**config.mk**
```make
export PLATFORM = sky130hd
export DESIGN_NAME = sequenced_frame_builder_crc16_unit
export DESIGN_NICKNAME = d
export VERILOG_FILES = /design/src/rtl/core/sfb_pkg.sv /design/src/rtl/core/sfb_crc.sv /design/src/rtl/core/sfb_ctrl.sv /design/src/rtl/core/sequenced_frame_builder_crc16_unit.sv
export SDC_FILE = /design/constraint.sdc
export NUM_CORES = 1
export LEC_CHECK = 0
export BUFFER_PORTS_ARGS = -buffer_cell sky130_fd_sc_hd__buf_2
export CAP_MARGIN = 10
export CELL_PAD_IN_SITES_DETAIL_PLACEMENT = 1
export CELL_PAD_IN_SITES_GLOBAL_PLACEMENT = 2
export CORE_ASPECT_RATIO = 0.6
export CORE_MARGIN = 8
export CORE_UTILIZATION = 25
export DETAILED_ROUTE_END_ITERATION = 8
export PLACE_DENSITY_LB_ADDON = 0.3
export RECOVER_POWER = 25
export SLEW_MARGIN = 10
export SYNTH_ARGS = -nofsm -noshare
export SYNTH_HDL_FRONTEND = slang
export SYNTH_SLANG_ARGS = --single-unit
```
**constraint.sdc**
```tcl
create_clock -name clk -period 3.5 [get_ports clk]
set_input_delay 0 -clock clk [delete_from_list [all_inputs] [get_ports clk]]
set_output_delay 0 -clock clk [all_outputs]
set_load 0.02 [all_outputs]
```
**src/rtl/core/sfb_pkg.sv**
```systemverilog
// Shared types and constants for the sequenced frame builder.
package sfb_pkg;

    localparam int CFG_IDX_W = 2;

    typedef logic [CFG_IDX_W-1:0] cfg_idx_t;

    localparam cfg_idx_t CFG_VERSION  = 2'd0;
    localparam cfg_idx_t CFG_MAC_EN   = 2'd1;
    localparam cfg_idx_t CFG_MAC_ADDR = 2'd2;

    localparam logic [7:0] SYNC0_BYTE = 8'h66;
    localparam logic [7:0] SYNC1_BYTE = 8'hFF;
    localparam logic [7:0] ACK_BYTE   = 8'h00;
    localparam logic [15:0] CRC_INIT  = 16'hFFFF;
    localparam logic [15:0] CRC_POLY  = 16'hA001;

    localparam logic KIND_START = 1'b0;

    // byte position within one word's result run
    typedef logic [4:0] step_t;

    localparam step_t ST_SYNC0  = 5'd0;
    localparam step_t ST_SYNC1  = 5'd1;
    localparam step_t ST_VER    = 5'd2;
    localparam step_t ST_MAC0   = 5'd3;
    localparam step_t ST_MAC5   = 5'd8;
    localparam step_t ST_SEQ0   = 5'd9;
    localparam step_t ST_SEQ3   = 5'd12;
    localparam step_t ST_ACK    = 5'd13;
    localparam step_t ST_LEN    = 5'd14;
    localparam step_t ST_CMD    = 5'd15;
    localparam step_t ST_CRC_HI = 5'd16;
    localparam step_t ST_CRC_LO = 5'd17;
    localparam step_t ST_DATA   = 5'd18;

    typedef enum logic [2:0] {
        MODE_START = 3'b001,
        MODE_DATA  = 3'b010,
        MODE_DROP  = 3'b100
    } mode_t;

    typedef struct packed {
        logic       init;
        logic       feed;
        logic [7:0] data;
    } crc_ctl_t;

    typedef struct packed {
        logic [7:0] out_byte;
        logic       byte_valid;
        logic       frame_end;
        logic       run_end;
        logic       error_flag;
    } res_t;

endpackage

```
**src/rtl/core/sfb_crc.sv**
```systemverilog
// Modbus CRC-16 register, one byte folded in per cycle while feed is set.
module sfb_crc
    import sfb_pkg::*;
(
    input  logic        clk,
    input  logic        rst_n,
    input  crc_ctl_t    ctl,
    output logic [15:0] crc_value
);

    logic [15:0] crc_reg;
    logic [15:0] crc_next;

    function automatic logic [15:0] crc_byte(input logic [15:0] c, input logic [7:0] b);
        logic [15:0] v;
        v = c ^ {8'h00, b};
        for (int k = 0; k < 8; k++) begin
            if (v[0])
                v = (v >> 1) ^ CRC_POLY;
            else
                v = v >> 1;
        end
        return v;
    endfunction

    always_comb
    begin
        crc_next = crc_reg;
        if (ctl.init)
            crc_next = CRC_INIT;
        else if (ctl.feed)
            crc_next = crc_byte(crc_reg, ctl.data);
    end

    always_ff @(posedge clk or negedge rst_n)
    begin
        if (!rst_n)
            crc_reg <= CRC_INIT;
        else
            crc_reg <= crc_next;
    end

    assign crc_value = crc_reg;

endmodule

```
**src/rtl/core/sfb_ctrl.sv**
```systemverilog
// Frame state, held word and byte sequencer for the frame builder.
module sfb_ctrl
    import sfb_pkg::*;
(
    input  logic        clk,
    input  logic        rst_n,
    input  logic        in_valid,
    output logic        in_ready,
    input  logic        kind,
    input  logic [7:0]  command,
    input  logic [7:0]  payload_length,
    input  logic        is_resend,
    input  logic [31:0] resend_sequence,
    input  logic [7:0]  payload_byte,
    input  logic        cfg_valid,
    output logic        cfg_ready,
    input  cfg_idx_t    cfg_index,
    input  logic [47:0] cfg_data,
    input  logic        out_free,
    output logic        res_load,
    output res_t        res,
    output logic [31:0] seq_used,
    output crc_ctl_t    crc_ctl,
    input  logic [15:0] crc_value
);

    logic [7:0]  version_reg;
    logic        mac_en_reg;
    logic [47:0] mac_reg;

    logic [31:0] seq_cnt_reg;
    logic [31:0] cur_seq_reg;
    logic [7:0]  rem_reg;
    logic        open_reg;

    logic        busy_reg;
    logic        busy_next;
    mode_t       mode_reg;
    step_t       step_reg;
    step_t       step_next;
    logic        err_reg;
    logic        close_reg;
    logic [7:0]  cmd_reg;
    logic [7:0]  len_reg;
    logic [7:0]  pb_reg;

    logic        in_fire;
    logic        last;
    logic        feed_byte;
    step_t       mac_off;
    step_t       seq_off;
    logic [31:0] seq_inc;

    assign cfg_ready = 1'b1;
    assign in_fire   = in_valid && in_ready;
    assign res_load  = busy_reg && out_free;
    assign in_ready  = !busy_reg || (res_load && last);
    assign seq_used  = cur_seq_reg;
    assign mac_off   = step_reg - ST_MAC0;
    assign seq_off   = step_reg - ST_SEQ0;
    assign seq_inc   = seq_cnt_reg + 32'd1;

    always_comb
    begin
        case (mode_reg)
            MODE_START: last = (step_reg == ST_CMD && !close_reg) || step_reg == ST_CRC_LO;
            MODE_DATA:  last = (step_reg == ST_DATA && !close_reg) || step_reg == ST_CRC_LO;
            MODE_DROP:  last = 1'b1;
            default:    last = 1'b1;
        endcase
    end

    always_comb
    begin
        if (step_reg == ST_VER)
            step_next = mac_en_reg ? ST_MAC0 : ST_SEQ0;
        else if (step_reg == ST_CMD || step_reg == ST_DATA)
            step_next = ST_CRC_HI;
        else
            step_next = step_reg + 5'd1;
    end

    always_comb
    begin
        res            = '0;
        res.run_end    = last;
        res.error_flag = err_reg;
        res.byte_valid = 1'b1;
        feed_byte      = 1'b1;
        case (step_reg) inside
            ST_SYNC0:            res.out_byte = SYNC0_BYTE;
            ST_SYNC1:            res.out_byte = SYNC1_BYTE;
            ST_VER:              res.out_byte = version_reg;
            [ST_MAC0:ST_MAC5]:   res.out_byte = mac_reg[{mac_off[2:0], 3'b000} +: 8];
            [ST_SEQ0:ST_SEQ3]:   res.out_byte = cur_seq_reg[{seq_off[1:0], 3'b000} +: 8];
            ST_ACK:              res.out_byte = ACK_BYTE;
            ST_LEN:              res.out_byte = len_reg;
            ST_CMD:              res.out_byte = cmd_reg;
            ST_CRC_HI:
            begin
                // wire order: low byte of the CRC value first
                res.out_byte = crc_value[7:0];
                feed_byte    = 1'b0;
            end
            ST_CRC_LO:
            begin
                res.out_byte  = crc_value[15:8];
                res.frame_end = 1'b1;
                feed_byte     = 1'b0;
            end
            ST_DATA:
            begin
                if (mode_reg == MODE_DATA)
                    res.out_byte = pb_reg;
                else
                begin
                    res.byte_valid = 1'b0;
                    feed_byte      = 1'b0;
                end
            end
            default:
            begin
                res.byte_valid = 1'b0;
                feed_byte      = 1'b0;
            end
        endcase
    end

    // a start word resets the CRC over any byte folded in the same cycle
    assign crc_ctl.init = in_fire && kind == KIND_START;
    assign crc_ctl.feed = res_load && feed_byte;
    assign crc_ctl.data = res.out_byte;

    always_comb
    begin
        busy_next = busy_reg;
        if (in_fire)
            busy_next = 1'b1;
        else if (res_load && last)
            busy_next = 1'b0;
    end

    always_ff @(posedge clk or negedge rst_n)
    begin
        if (!rst_n)
        begin
            version_reg <= 8'h00;
            mac_en_reg  <= 1'b1;
            mac_reg     <= 48'h0;
        end
        else if (cfg_valid && cfg_ready)
        begin
            case (cfg_index)
                CFG_VERSION:  version_reg <= cfg_data[7:0];
                CFG_MAC_EN:   mac_en_reg  <= cfg_data[0];
                CFG_MAC_ADDR: mac_reg     <= cfg_data;
                default:      ;
            endcase
        end
    end

    always_ff @(posedge clk or negedge rst_n)
    begin
        if (!rst_n)
        begin
            busy_reg    <= 1'b0;
            mode_reg    <= MODE_DROP;
            step_reg    <= ST_DATA;
            err_reg     <= 1'b0;
            close_reg   <= 1'b0;
            seq_cnt_reg <= 32'h0;
            cur_seq_reg <= 32'h0;
            rem_reg     <= 8'h00;
            open_reg    <= 1'b0;
        end
        else
        begin
            busy_reg <= busy_next;
            if (in_fire)
            begin
                if (kind == KIND_START)
                begin
                    mode_reg  <= MODE_START;
                    step_reg  <= ST_SYNC0;
                    err_reg   <= open_reg;
                    close_reg <= payload_length == 8'h00;
                    open_reg  <= payload_length != 8'h00;
                    rem_reg   <= payload_length;
                    if (is_resend)
                        cur_seq_reg <= resend_sequence;
                    else
                    begin
                        seq_cnt_reg <= seq_inc;
                        cur_seq_reg <= seq_inc;
                    end
                end
                else if (open_reg)
                begin
                    mode_reg  <= MODE_DATA;
                    step_reg  <= ST_DATA;
                    err_reg   <= 1'b0;
                    close_reg <= rem_reg == 8'd1;
                    open_reg  <= rem_reg != 8'd1;
                    rem_reg   <= rem_reg - 8'd1;
                end
                else
                begin
                    mode_reg  <= MODE_DROP;
                    step_reg  <= ST_DATA;
                    err_reg   <= 1'b1;
                    close_reg <= 1'b0;
                end
            end
            else if (res_load)
                step_reg <= step_next;
        end
    end

    always_ff @(posedge clk)
    begin
        if (in_fire)
        begin
            cmd_reg <= command;
            len_reg <= payload_length;
            pb_reg  <= payload_byte;
        end
    end

    a_fend_is_last: assert property (@(posedge clk) disable iff (!rst_n)
        res_load && res.frame_end |-> res.run_end)
        else $error("frame end not on last result of word");

    a_ready_when_busy: assert property (@(posedge clk) disable iff (!rst_n)
        busy_reg && in_ready |-> res_load && last)
        else $error("word taken while previous word still emitting");

    a_open_has_bytes: assert property (@(posedge clk) disable iff (!rst_n)
        open_reg |-> rem_reg != 8'h00)
        else $error("open frame with no payload bytes left");

    a_feed_when_busy: assert property (@(posedge clk) disable iff (!rst_n)
        crc_ctl.feed |-> busy_reg && res.byte_valid)
        else $error("CRC fed without an emitted byte");

endmodule

```
**src/rtl/core/sequenced_frame_builder_crc16_unit.sv**
```systemverilog
// Top level of the sequenced frame builder: sequencer, CRC and output register.
// A taken word first sets the sequencer registers; its results then load the output register.
// Throughput: one result per cycle unless the output stalls; a payload word gives 1 result,
// 3 when it closes the frame, and a start word 10 to 18, set by address enable and length.
// Reset: frame closed, counters zero, CRC 0xFFFF, version 0, address enabled and zero.
module sequenced_frame_builder_crc16_unit
    import sfb_pkg::*;
(
    input  logic        clk,
    input  logic        rst_n,
    input  logic        in_valid,
    output logic        in_ready,
    input  logic        kind,
    input  logic [7:0]  command,
    input  logic [7:0]  payload_length,
    input  logic        is_resend,
    input  logic [31:0] resend_sequence,
    input  logic [7:0]  payload_byte,
    output logic        out_valid,
    input  logic        out_ready,
    output logic [7:0]  out_byte,
    output logic        byte_valid,
    output logic        frame_end,
    output logic        run_end,
    output logic [31:0] sequence_used,
    output logic        error_flag,
    input  logic        cfg_valid,
    output logic        cfg_ready,
    input  cfg_idx_t    cfg_index,
    input  logic [47:0] cfg_data
);

    logic        out_valid_reg;
    res_t        res_reg;
    logic [31:0] seq_reg;

    logic        out_free;
    logic        res_load;
    res_t        res;
    logic [31:0] seq_used;
    crc_ctl_t    crc_ctl;
    logic [15:0] crc_value;

    assign out_free = !out_valid_reg || out_ready;

    sfb_ctrl u_ctrl (
        .clk             (clk),
        .rst_n           (rst_n),
        .in_valid        (in_valid),
        .in_ready        (in_ready),
        .kind            (kind),
        .command         (command),
        .payload_length  (payload_length),
        .is_resend       (is_resend),
        .resend_sequence (resend_sequence),
        .payload_byte    (payload_byte),
        .cfg_valid       (cfg_valid),
        .cfg_ready       (cfg_ready),
        .cfg_index       (cfg_index),
        .cfg_data        (cfg_data),
        .out_free        (out_free),
        .res_load        (res_load),
        .res             (res),
        .seq_used        (seq_used),
        .crc_ctl         (crc_ctl),
        .crc_value       (crc_value)
    );

    sfb_crc u_crc (
        .clk       (clk),
        .rst_n     (rst_n),
        .ctl       (crc_ctl),
        .crc_value (crc_value)
    );

    always_ff @(posedge clk or negedge rst_n)
    begin
        if (!rst_n)
            out_valid_reg <= 1'b0;
        else if (res_load)
            out_valid_reg <= 1'b1;
        else if (out_ready)
            out_valid_reg <= 1'b0;
    end

    always_ff @(posedge clk)
    begin
        if (res_load)
        begin
            res_reg <= res;
            seq_reg <= seq_used;
        end
    end

    assign out_valid     = out_valid_reg;
    assign out_byte      = res_reg.out_byte;
    assign byte_valid    = res_reg.byte_valid;
    assign frame_end     = res_reg.frame_end;
    assign run_end       = res_reg.run_end;
    assign error_flag    = res_reg.error_flag;
    assign sequence_used = seq_reg;

endmodule
```
After elaboration in Yosys (flattened, before gate mapping)
Index checks and enable logic that the tools add are counted.

storage, ports and cells
  bits in registers = 226
  word-level logic and storage cells = 164
  output and inout port bits = 47
  input bits = 113

cells by class
  reduce and logical (&&, ||, !) cells = 33
  shift-type cells = 2
  equal/unequal tests = 15
  bitwise operators = 11
  add/subtract/negate cells = 5
  $lt $le $gt $ge = 4
  multiplexer cells = 71

operator list
  operator                 number
  $mux W16                 24
  $mux W8                  14
  $shiftx A48 B7 Y8        1
  $add A32 B1 Y32 const B  1
  $mux W32                 1
  $shiftx A32 B6 Y8        1
  $mux W5                  5
  $not A2 Y3               8
  $mux W1                  23
  $xor A16 B8 Y16          1
  $eq A5 B4 Y1 const B     3
  $eq A5 B5 Y1 const B     3
  $le A5 B4 Y1 const B     2
  $reduce_and A2 Y1        5
  $reduce_or A10 Y1        1
  $logic_and A1 B1 Y1      9
  $reduce_or A9 Y1         1
  $eq A8 B1 Y1 const B     1
  $logic_not A8 Y1         1
  $ne A8 B1 Y1 const B     1
  $reduce_bool A2 Y1       4
  $reduce_bool A8 Y1       1
  $sub A8 B1 Y8 const B    1
  $mux W3                  2
  20 further kinds         27

Longest topological paths before layout
Gate-level depths: netlist of run 1.

  depth in word-level cells = 46
  depth in mapped cells = 18
  mapped depth without buffers = 14

Modules after synthesis
A second synthesis of run 1 with hierarchy kept.

second synthesis, totals
  cells, all modules = 984
  area, all modules = 11355.9 um^2

modules (own cells, without submodules)
  module                              area an instance (um^2)  times used  seq. area each (um^2)  cells an instance
  sfb_ctrl                            9091.2                   1           4254.1                 850
  sequenced_frame_builder_crc16_unit  1368.8                   1           1346.3                 47
  sfb_crc                             895.9                    1           420.4                  87

Worst setup path after synthesis of run 1
No wires, ideal clock.

  path type = flip-flop to flip-flop
  start point = register u_ctrl.step_reg[1]
  end point = register u_ctrl.cmd_reg[0] (enable)
  data arrival time = 3.311 ns
  buffers on the path = 3
  clock period less this slack = 3.708 ns
  setup time = 0.398 ns
  data required time = 3.102 ns
  setup slack = -0.208 ns
  cell stages (with the launch flop) = 13
  path through = dfstp_2 -> ha_1 -> and3_1 -> ha_1 -> clkbuf_1 -> clkbuf_1 -> mux2i_1 -> o21ai_0 -> a21boi_0 -> inv_1 -> nand2_1 -> inv_1 -> clkbuf_1

on the way
  word-level cells in the longest chain between the ends = 7
  elaborated cells on any way between the ends = 11
  classes of those cells = eq/ne: 3; mux: 1; reduce/logical: 7

ends and longest elaborated chain
  what                                                 RTL line                                  source
  start: declaration                                   sfb_ctrl.sv:39                            step_t step_reg;
  start signal: assignment                             sfb_ctrl.sv:215                           step_reg <= step_next;
  $eq A5 B5 Y1 / $eq A5 B4 Y1 (equally long branches)  sfb_ctrl.sv:67, sfb_ctrl.sv:66
  $logic_and A1 B1 Y1, on equally long branches        sfb_ctrl.sv:67, sfb_ctrl.sv:66
  $logic_or A1 B1 Y1, on equally long branches         sfb_ctrl.sv:67, sfb_ctrl.sv:66
  $pmux W1 S2 *                                        sfb_ctrl.sv:65                            case (mode_reg)
  net u_ctrl.last                                      sfb_ctrl.sv:48                            logic last;
  $logic_and A1 B1 Y1 *                                sfb_ctrl.sv:57                            assign in_ready = !busy_reg || (res_load && last);
  $logic_or A1 B1 Y1 *                                 sfb_ctrl.sv:57
  net in_ready                                         sequenced_frame_builder_crc16_unit.sv:12  output logic in_ready,
  $logic_and A1 B1 Y1 *                                sfb_ctrl.sv:55                            assign in_fire = in_valid && in_ready;
  end signal: assignment                               sfb_ctrl.sv:223                           cmd_reg <= command;
  end: declaration                                     sfb_ctrl.sv:43                            logic [7:0] cmd_reg;

The timed path passes the listed nets; every way through them passes the cells marked *.
A chain may end at the register's enable or synchronous reset.

==> results.sh, run 1 <==
export IMPL_worst_ep_arrival_time_ns=3.85
export IMPL_grt_pass1_wl_mm=61.5
export IMPL_status="complete, but fails checks"
export IMPL_vias=8901
export IMPL_cts_made_buffers=24
export IMPL_synth_edf_count=68
export IMPL_cp_max_fo=6
export IMPL_fin_worst_skew_ns=0.0170
export IMPL_rows=59
export IMPL_ios=160
export IMPL_cts_max_level=1
export IMPL_cts_root_buf="clkbuf_16"
export IMPL_drt_wirelength_per_cell_um=21.1
export IMPL_endpoint="u_crc.crc_value[15]"
export IMPL_worst_path_stages=14
export IMPL_regToRegSetupSlack_ns=0.11
export IMPL_cts_tree="yes"
export IMPL_die_w_um=286
export IMPL_maxSlewViolCount=88
export IMPL_crit_type="reg -> reg"
export IMPL_clockBufferDepth=3
export IMPL_final_cell_area_um2=15400
export IMPL_port_buffers=158
export IMPL_cp_end_kind="register"
export IMPL_drtIter0Drc=451
export IMPL_antenna_cells=0
export IMPL_finalNetCount=1448
export IMPL_start_util_pct=25.3
export IMPL_die_area_um2=50900
export IMPL_firstDrtPassIters=5
export IMPL_via_per_inst=4.63
export IMPL_ant_nets=0
export IMPL_yosysUniqueCellTypes=72
export IMPL_synth_ff_type="dfrtp_1"
export IMPL_multi_input_area_um2=4930
export IMPL_ir_drop_mv=0.755
export IMPL_place_gp_congestion=0.864
export IMPL_ys_seq_area_share_pct=55.0
export IMPL_regArea_um2=6020
export IMPL_p_leak_nw=6.45
export IMPL_ys_ff_latch=226
export IMPL_crit_family="compound AO/OA/AOI/OAI gates"
export IMPL_worst_slew_pin_slew_ns=2.50
export IMPL_place_area_um2=13100
export IMPL_clock_latency_ns=0.54
export IMPL_worst_path_max_delay_cell="dfstp_2"
export IMPL_slew_headroom_pct=-66.4
export IMPL_syn_inst=965
export IMPL_r2r_end="u_crc.crc_value[15]"
export IMPL_finalCritPeriodShare_pct=96.8
export IMPL_violations="capacitance limit, slew limit"
export IMPL_whs_ns=0.0323
export IMPL_syn_area_um2=10900
export IMPL_core_area_um2=43300
export IMPL_ff2ff_path_depth=14
export IMPL_cp_required_ns=3.96
export IMPL_grt_max_degree=89
export IMPL_largest_reg_flops=48
export IMPL_async_flop_share_pct=69.9
export IMPL_reg2reg_from="u_ctrl.step_reg[1]"
export IMPL_grt_pass1_vias=9380
export IMPL_ys_warn_count=0
export IMPL_layout_common_cells="buf_2, dfrtp_1, dlygate4sd3_1, buf_4, nand2_1"
export IMPL_track_usage_pct=15.8
export IMPL_die_h_um=178
export IMPL_cts_sinks=226
export IMPL_path_buf_inv=3
export IMPL_overflow=0
export IMPL_cap_violations=1
export IMPL_critical_path_max_stage_delay_ns=0.62
export IMPL_antenna_found_initial=1
export IMPL_hold_violations=0
export IMPL_syn_num_nets=1088
export IMPL_path_clk_slew_ns=0.06
export IMPL_power_density_nw_per_um2=1050
export IMPL_syn_to_final_growth_pct=41.0
export IMPL_critPathLaunch="u_ctrl.step_reg[1]"
export IMPL_drc=0
export IMPL_avgSynthCellArea_um2=11.3
export IMPL_fmax_ghz=0.295
export IMPL_setup_viol=0
export IMPL_wl_mm=40.6
export IMPL_period_minus_slack_ns=3.39
export IMPL_min_path_type="in -> reg"
export IMPL_drive_gt1_share_pct=33.9
export IMPL_critical_path_cell_chain="inv_2 > ha_4 > buf_4 > a21o_1 > a221o_1 > a31oi_4 > o31ai_2 > a31oi_1 > nor2_2 > xnor2_2 > xnor3_2 > buf_6 > xnor2_1 > o21ai_1"
export IMPL_rsz0062_at_grt="yes"
export IMPL_hpwl_mm=30.3
export IMPL_nFillCells=4823
export IMPL_final_common_cell="buf_2"
export IMPL_cp_start_kind="register"
[power by group]
| part | switching, mW | internal (mW) | total, mW |
|---|---|---|---|
| registers | 0.801 | 3.84 | 4.64 |
| logic | 4.22 | 4.42 | 8.64 |
| clock network | 1.12 | 1.77 | 2.88 |
| total | 6.13 | 10.0 | 16.2 |
[worst min-delay path: stages]
cell,delay [ns]
buf_2,0.09
nor3b_1,0.05
buf_4,0.17
mux2_2,0.22
[timing repair]
item | 4_1_cts | 5_1_grt
gates resized for setup | 39 | 23
pin swaps | 18 | 17
hold buffers | 110 | 0
endpoints found under the setup margin | 8 | 14
endpoints found under the hold margin | 211 | 0
buffers inserted | 10 | 8
[per-layer routing]
layer	vias to the layer above	part of all wire (%)	track usage (%)
li1	4181	-	-
met1	4523	53	24.7
met2	159	41	22.3
met3	38	4.0	2.90
met4	0	1.7	2.90
met5	-	0	0
[cells by family (layout without fill, tap and decap cells)]
kind of cell / after synthesis / count (layout) / synth area share (%)
adder cells (fa/ha/maj): 10 / 10 / 1.14
other: 1 / 1 / 0.0343
XOR/XNOR: 84 / 84 / 7.12
AND/OR/NAND/NOR: 284 / 284 / 12.2
multiplexers: 87 / 87 / 10.5
flip-flops: 226 / 226 / 55.0
AO/OA/AOI/OAI: 203 / 203 / 11.3
buffers and inverters: 70 / 448 / 2.62
[per-stage QoR]
stage / setup WS, ns / cells / setup TNS (ns) / utilization (%) / power, mW
after floorplan: 0.0220 / 965 / 0 / - / 8.85
after global placement: -0.149 / 1751 / -0.221 / 30.2 / 12.0
after detailed placement: -0.177 / 1751 / -0.442 / 30.2 / 12.1
after CTS: -0.00233 / 1913 / -0.00233 / 35.3 / 15.8
after global routing: -0.0318 / 1922 / -0.0336 / 35.7 / 17.1
final: 0.112 / 1922 / 0 / 35.7 / 16.2
[synthesized netlist by cell type (3+ instances only)]
| cell type | count | share of area [%] |
|---|---|---|
| o22ai_1 | 7 | 0.40 |
| buf_2 | 7 | 0.32 |
| nand2b_1 | 8 | 0.46 |
| nor2_1 | 71 | 2.4 |
| a21oi_1 | 71 | 3.2 |
| nand3b_1 | 3 | 0.21 |
| clkbuf_1 | 37 | 1.3 |
| a21o_1 | 3 | 0.21 |
| and3_1 | 16 | 0.91 |
| mux2i_1 | 10 | 0.91 |
| edfxtp_1 | 68 | 19 |
| o21a_1 | 3 | 0.21 |
| nand4_1 | 4 | 0.23 |
| xor2_1 | 27 | 2.2 |
| mux2_2 | 61 | 6.3 |
| nand3_1 | 26 | 1.2 |
| o21ai_0 | 60 | 2.7 |
| xnor2_1 | 54 | 4.3 |
| nand2_1 | 109 | 3.7 |
| a32oi_1 | 3 | 0.24 |
| a211o_1 | 4 | 0.32 |
| mux4_2 | 16 | 3.3 |
| o211ai_1 | 7 | 0.48 |
| dfrtp_1 | 138 | 32 |
| a2bb2oi_1 | 3 | 0.24 |
| a31oi_1 | 8 | 0.46 |
| ha_1 | 10 | 1.1 |
| dfstp_2 | 20 | 4.8 |
| nor4_1 | 3 | 0.17 |
| o311ai_0 | 5 | 0.40 |
| inv_1 | 17 | 0.58 |
| nor3b_1 | 7 | 0.48 |
| or3_1 | 7 | 0.40 |
| buf_1 | 5 | 0.17 |
| nor3_1 | 10 | 0.46 |
| a211oi_1 | 6 | 0.41 |
| and2_1 | 4 | 0.23 |
| o31ai_1 | 5 | 0.34 |
| a221o_1 | 3 | 0.27 |
[final cells by class]
class / instances / share of cell area (%)
timing repair buffer: 386 / 18.2
sequential: 226 / 39.0
clock inverter: 14 / 1.45
tap: 579 / 4.70
inverter: 18 / 0.438
multi-input combinational: 669 / 31.9
clock buffer: 30 / 4.24
[how the worst min path moves through the flow]
stage	startpoint	endpoint	slack (ns)	cells after the start
finish	cfg_index[1]	u_ctrl.version_reg[1]	0.03	4
global placement	rst_n	u_ctrl.seq_used[28]	0.17	1
CTS	cfg_index[1]	u_ctrl.version_reg[5]	0.003	4
global route	cfg_index[1]	u_ctrl.version_reg[2]	0.04	4
floorplan	rst_n	out_valid	-0.30	0
detailed placement	rst_n	u_ctrl.seq_used[28]	0.18	1
No activity file was read; power rests on OpenSTA's default activity.
==> inputs of run 2 (changes only) <==
Settings changed: CELL_PAD_IN_SITES_DETAIL_PLACEMENT 1 to 0, CELL_PAD_IN_SITES_GLOBAL_PLACEMENT 2 to 1.
==> results.sh, run 2 (synthesis gave the netlist of run 1 again) <==
export IMPL_cts_tree="yes"
export IMPL_critPathLaunch="u_ctrl.step_reg[1]"
export IMPL_nFillCells=4366
export IMPL_cp_required_ns=3.99
export IMPL_whs_ns=0.0723
export IMPL_reg2reg_from="u_ctrl.step_reg[1]"
export IMPL_cts_max_level=1
export IMPL_hpwl_mm=28.3
export IMPL_instances_no_fill=1914
export IMPL_ant_nets=0
export IMPL_drive_gt1_share_pct=33.4
export IMPL_antenna_found_initial=3
export IMPL_core_area_um2=43300
export IMPL_worst_ep_arrival_time_ns=3.87
export IMPL_via_per_inst=4.54
export IMPL_start_util_pct=25.3
export IMPL_holdPathEnd="u_ctrl.seq_used[20]"
export IMPL_ios=160
export IMPL_slew_headroom_pct=-31.7
export IMPL_period_minus_slack_ns=3.37
export IMPL_overflow=0
export IMPL_port_buffers=158
export IMPL_setup_viol=0
export IMPL_fin_worst_skew_ns=0.0370
export IMPL_regArea_um2=6020
export IMPL_min_path_cells=3
export IMPL_multi_input_area_um2=4950
export IMPL_die_h_um=178
export IMPL_largest_reg_flops=48
export IMPL_track_usage_pct=14.7
export IMPL_power_mw=16.0
export IMPL_clockBufferDepth=3
export IMPL_finalCritPeriodShare_pct=96.4
export IMPL_cp_max_fo=7
export IMPL_die_area_um2=50900
export IMPL_final_cell_area_um2=15400
export IMPL_grt_pass1_wl_mm=57.5
export IMPL_firstDrtPassIters=5
export IMPL_violations="capacitance limit, slew limit"
export IMPL_ir_drop_mv=0.840
export IMPL_die_w_um=286
export IMPL_grt_max_degree=90
export IMPL_regToRegSetupSlack_ns=0.13
export IMPL_cts_sinks=226
export IMPL_syn_to_final_growth_pct=40.7
export IMPL_place_inst=1748
export IMPL_drc=0
export IMPL_cts_root_buf="clkbuf_16"
export IMPL_min_path_type="in -> reg"
export IMPL_path_clk_slew_ns=0.06
export IMPL_fmax_ghz=0.296
export IMPL_power_density_nw_per_um2=1040
export IMPL_place_area_um2=13000
export IMPL_grt_pass1_vias=9014
export IMPL_cp_end_kind="register"
export IMPL_cap_violations=1
export IMPL_hold_violations=0
export IMPL_final_common_cell="buf_2"
export IMPL_crit_type="reg -> reg"
export IMPL_status="complete, but fails checks"
export IMPL_maxSlewViolCount=70
export IMPL_cp_start_kind="register"
export IMPL_worstHoldStart="is_resend"
export IMPL_drt_wirelength_per_cell_um=19.8
export IMPL_place_gp_congestion=0.933
export IMPL_layout_common_cells="buf_2, dfrtp_1, dlygate4sd3_1"
export IMPL_finalNetCount=1439
export IMPL_worst_slew_pin_slew_ns=1.97
export IMPL_rows=59
export IMPL_vias=8681
export IMPL_cts_made_buffers=24
export IMPL_ff2ff_path_depth=14
export IMPL_wl_mm=37.9
export IMPL_r2r_end="u_crc.crc_value[15]"
export IMPL_drtIter0Drc=387
export IMPL_p_leak_nw=6.41
export IMPL_clock_latency_ns=0.57
==> run 2: metrics by stage <==
stage	TNS, ns	setup WS [ns]	utilization, %
3_5_place_dp	-0.382	-0.196	30.2
5_1_grt	-0.0135	-0.0135	35.6
2_1_floorplan	0	0.0220	-
3_3_place_gp	-0.0320	-0.0320	30.2
4_1_cts	0	0.0172	35.2
6_report	0	0.127	35.6
==> run 2: worst max-delay path by stage <==
stage,endpoint,cells after the start
floorplan,u_crc.crc_value[0],14
CTS,u_crc.crc_value[0],15
global route,u_crc.crc_value[0],15
detailed placement,u_crc.crc_value[0],12
finish,u_crc.crc_value[15],14
global placement,u_crc.crc_value[0],14
==> run 2: power breakdown <==
group          total [mW]  switching, mW  internal, mW
combinational        8.53           4.17          4.36
sequential           4.61          0.780          3.83
clock                2.82           1.15          1.67
==> run 2: repair_timing <==
item,4_1_cts,5_1_grt
setup buffers,7,2
pin swaps,13,15
setup endpoints to repair,3,27
resized for setup,27,39
endpoints found under the hold margin,198,0
hold buffers,113,0
==> run 2: critical path: stages (launching register included) <==
cell and delay, ns:
dfstp_2 0.42, buf_4 0.15, buf_4 0.14, a2111oi_4 0.37, a211oi_4 0.10, buf_4 0.19, a21oi_2 0.13, o211ai_1 0.13
a221o_1 0.37, xor2_2 0.20, xor3_1 0.27, xnor3_2 0.43, buf_6 0.14, xnor2_2 0.12, o21ai_1 0.13
==> run 2: routing by layer <==
| metal | vias up | GRT usage (%) | routed length, um | share of wire (%) |
|---|---|---|---|---|
| met2 | 182 | 20.2 | 15000 | 39 |
| li1 | 4174 | - | - | - |
| met5 | - | 0 | 26 | 0.069 |
| met1 | 4271 | 22.3 | 19900 | 52 |
| met4 | 4 | 3.51 | 890 | 2.3 |
| met3 | 50 | 3.91 | 2160 | 5.7 |
==> run 2: layout make-up <==
type / instances / share of cell area [%]
flip-flops and latches: 226 / 39.1
multi-input cells: 669 / 32.2
repair buffers: 377 / 18.0
well taps: 579 / 4.70
clock buffers: 32 / 4.43
clock inverters: 12 / 1.16
inverters: 18 / 0.455
diodes: 1 / 0.0162
==> inputs of run 3 (changes only) <==
Settings changed: CELL_PAD_IN_SITES_DETAIL_PLACEMENT 0 to not set, CELL_PAD_IN_SITES_GLOBAL_PLACEMENT 1 to not set.
==> results.sh, run 3 (synthesis gave the netlist of run 1 again) <==
export IMPL_status="complete, but fails checks"
export IMPL_violations="capacitance limit, slew limit"
export IMPL_path_clk_slew_ns=0.06
export IMPL_drc=0
export IMPL_setup_viol=0
export IMPL_power_mw=15.4
export IMPL_rows=59
export IMPL_fmax_ghz=0.296
export IMPL_critical_path_cell_chain="ha_4 > and3_4 > ha_2 > buf_4 > buf_12 > nand2_1 > nand2_1 > a31oi_2 > o21ai_0 > a21oi_1 > nor2_1 > xor3_1 > xnor3_2 > buf_4 > xnor2_1 > o21ai_1"
export IMPL_tns_ns=0
export IMPL_final_util_pct=35.2
export IMPL_drtIter0Drc=526
export IMPL_maxSlewViolCount=99
export IMPL_rsz0062_at_grt="no"
export IMPL_ant_nets=0
export IMPL_finalCritPeriodShare_pct=96.5
export IMPL_antenna_found_initial=0
export IMPL_wl_mm=36.6
export IMPL_slew_headroom_pct=-79.0
export IMPL_place_area_um2=13000
export IMPL_instances_no_fill=1908
export IMPL_p_leak_nw=6.35
export IMPL_vias=8691
export IMPL_grt_pass1_wl_mm=55.6
export IMPL_cp_required_ns=3.96
export IMPL_layout_common_cells="buf_2, dfrtp_1, dlygate4sd3_1"
export IMPL_worst_path_max_delay_cell="dfstp_2"
export IMPL_cts_sinks=226
export IMPL_cap_violations=1
export IMPL_die_area_um2=50900
export IMPL_drt_wirelength_per_cell_um=19.2
export IMPL_core_area_um2=43300
export IMPL_start_util_pct=25.3
export IMPL_track_usage_pct=14.1
export IMPL_drive_gt1_share_pct=32.4
export IMPL_syn_to_final_growth_pct=39.0
export IMPL_grt_pass1_vias=9007
export IMPL_power_density_nw_per_um2=1010
export IMPL_cp_max_fo=6
export IMPL_cp_start_kind="register"
export IMPL_finalNetCount=1433
export IMPL_place_gp_congestion=0.905
export IMPL_hpwl_mm=27.4
export IMPL_clockBufferDepth=3
export IMPL_crit_type="reg -> reg"
export IMPL_worst_slew_pin_slew_ns=2.68
export IMPL_port_buffers=158
export IMPL_min_path_type="in -> reg"
export IMPL_cts_max_level=1
export IMPL_die_w_um=286
export IMPL_path_buf_inv=3
export IMPL_die_h_um=178
export IMPL_largest_reg_flops=48
export IMPL_firstDrtPassIters=5
export IMPL_period_minus_slack_ns=3.38
export IMPL_cts_root_buf="clkbuf_16"
export IMPL_clock_latency_ns=0.53
export IMPL_overflow=0
export IMPL_crit_family="XOR/XNOR gates"
export IMPL_place_inst=1744
export IMPL_grt_max_degree=100
export IMPL_cts_tree="yes"
export IMPL_ir_drop_mv=1.15
export IMPL_ios=160
export IMPL_final_cell_area_um2=15200
export IMPL_critical_path_max_stage_delay_ns=0.61
export IMPL_cp_end_kind="register"
export IMPL_fin_worst_skew_ns=0.0168
export IMPL_worst_ep_arrival_time_ns=3.83
export IMPL_via_per_inst=4.56
export IMPL_final_common_cell="buf_2"
export IMPL_cts_made_buffers=24
export IMPL_hold_violations=0
run 3: worst reg2reg max path: cells and delay by family, from the launching register on:
family	cells	cell delay, ns
AO/OA/AOI/OAI	4	0.47
flip-flops	1	0.61
adder cells (fa/ha/maj)	2	0.35
XOR/XNOR	3	0.94
AND/OR/NAND/NOR	4	0.48
buffers and inverters	3	0.46
run 3: per-stage QoR:
step                      hold WS (ns)  setup WS, ns
after floorplan                 -0.296        0.0220
after global placement           0.181       -0.0637
after detailed placement         0.182       -0.0704
after CTS                       0.0169        0.0312
after global routing            0.0322       0.00491
final                           0.0416         0.121
run 3: final cells by class:
cell class                      count  area (um2)
Timing Repair Buffer              371        2710
Clock inverter                      6        56.3
Multi-Input combinational cell    669        4890
Inverter                           18        67.6
Sequential cell                   226        6020
Antenna cell                        1        2.50
Fill cell                        4332       28000
Tap cell                          579         724
Clock buffer                       38         734
run 3: routing by layer:
layer | vias up | GRT usage (%) | routed length (um)
met5 | - | 0 | 0
met2 | 201 | 20.1 | 15000
met4 | 0 | 2.86 | 708
met1 | 4281 | 21.2 | 18700
li1 | 4169 | - | -
met3 | 40 | 3.47 | 2080
run 3: power by group:
| group | internal (mW) | switching (mW) |
|---|---|---|
| combinational | 4.17 | 4.04 |
| sequential | 3.83 | 0.742 |
| clock | 1.51 | 1.08 |
| total | 9.51 | 5.86 |
run 3: worst paths after layout:
path	startpoint	to	slack (ns)	depth (start not counted)
hold / removal	cfg_index[0]	u_ctrl.version_reg[0]	0.04	4
max in group asynchronous	rst_n	u_ctrl.step_reg[0]	0.90	2
setup reg to reg	u_ctrl.step_reg[1]	u_crc.crc_value[14]	0.12	16
hold reg to reg	u_ctrl.err_reg	error_flag	0.47	0
setup / recovery	u_ctrl.step_reg[1]	u_crc.crc_value[14]	0.12	16
min in group asynchronous	rst_n	u_ctrl.mac_reg[38]	0.83	2
run 3: timing repair:
action,CTS,global route
buffers inserted,2,6
hold endpoints to repair,222,0
resized for setup,18,32
hold buffers,111,0
endpoints found under the setup margin,3,13
pin swaps,10,12
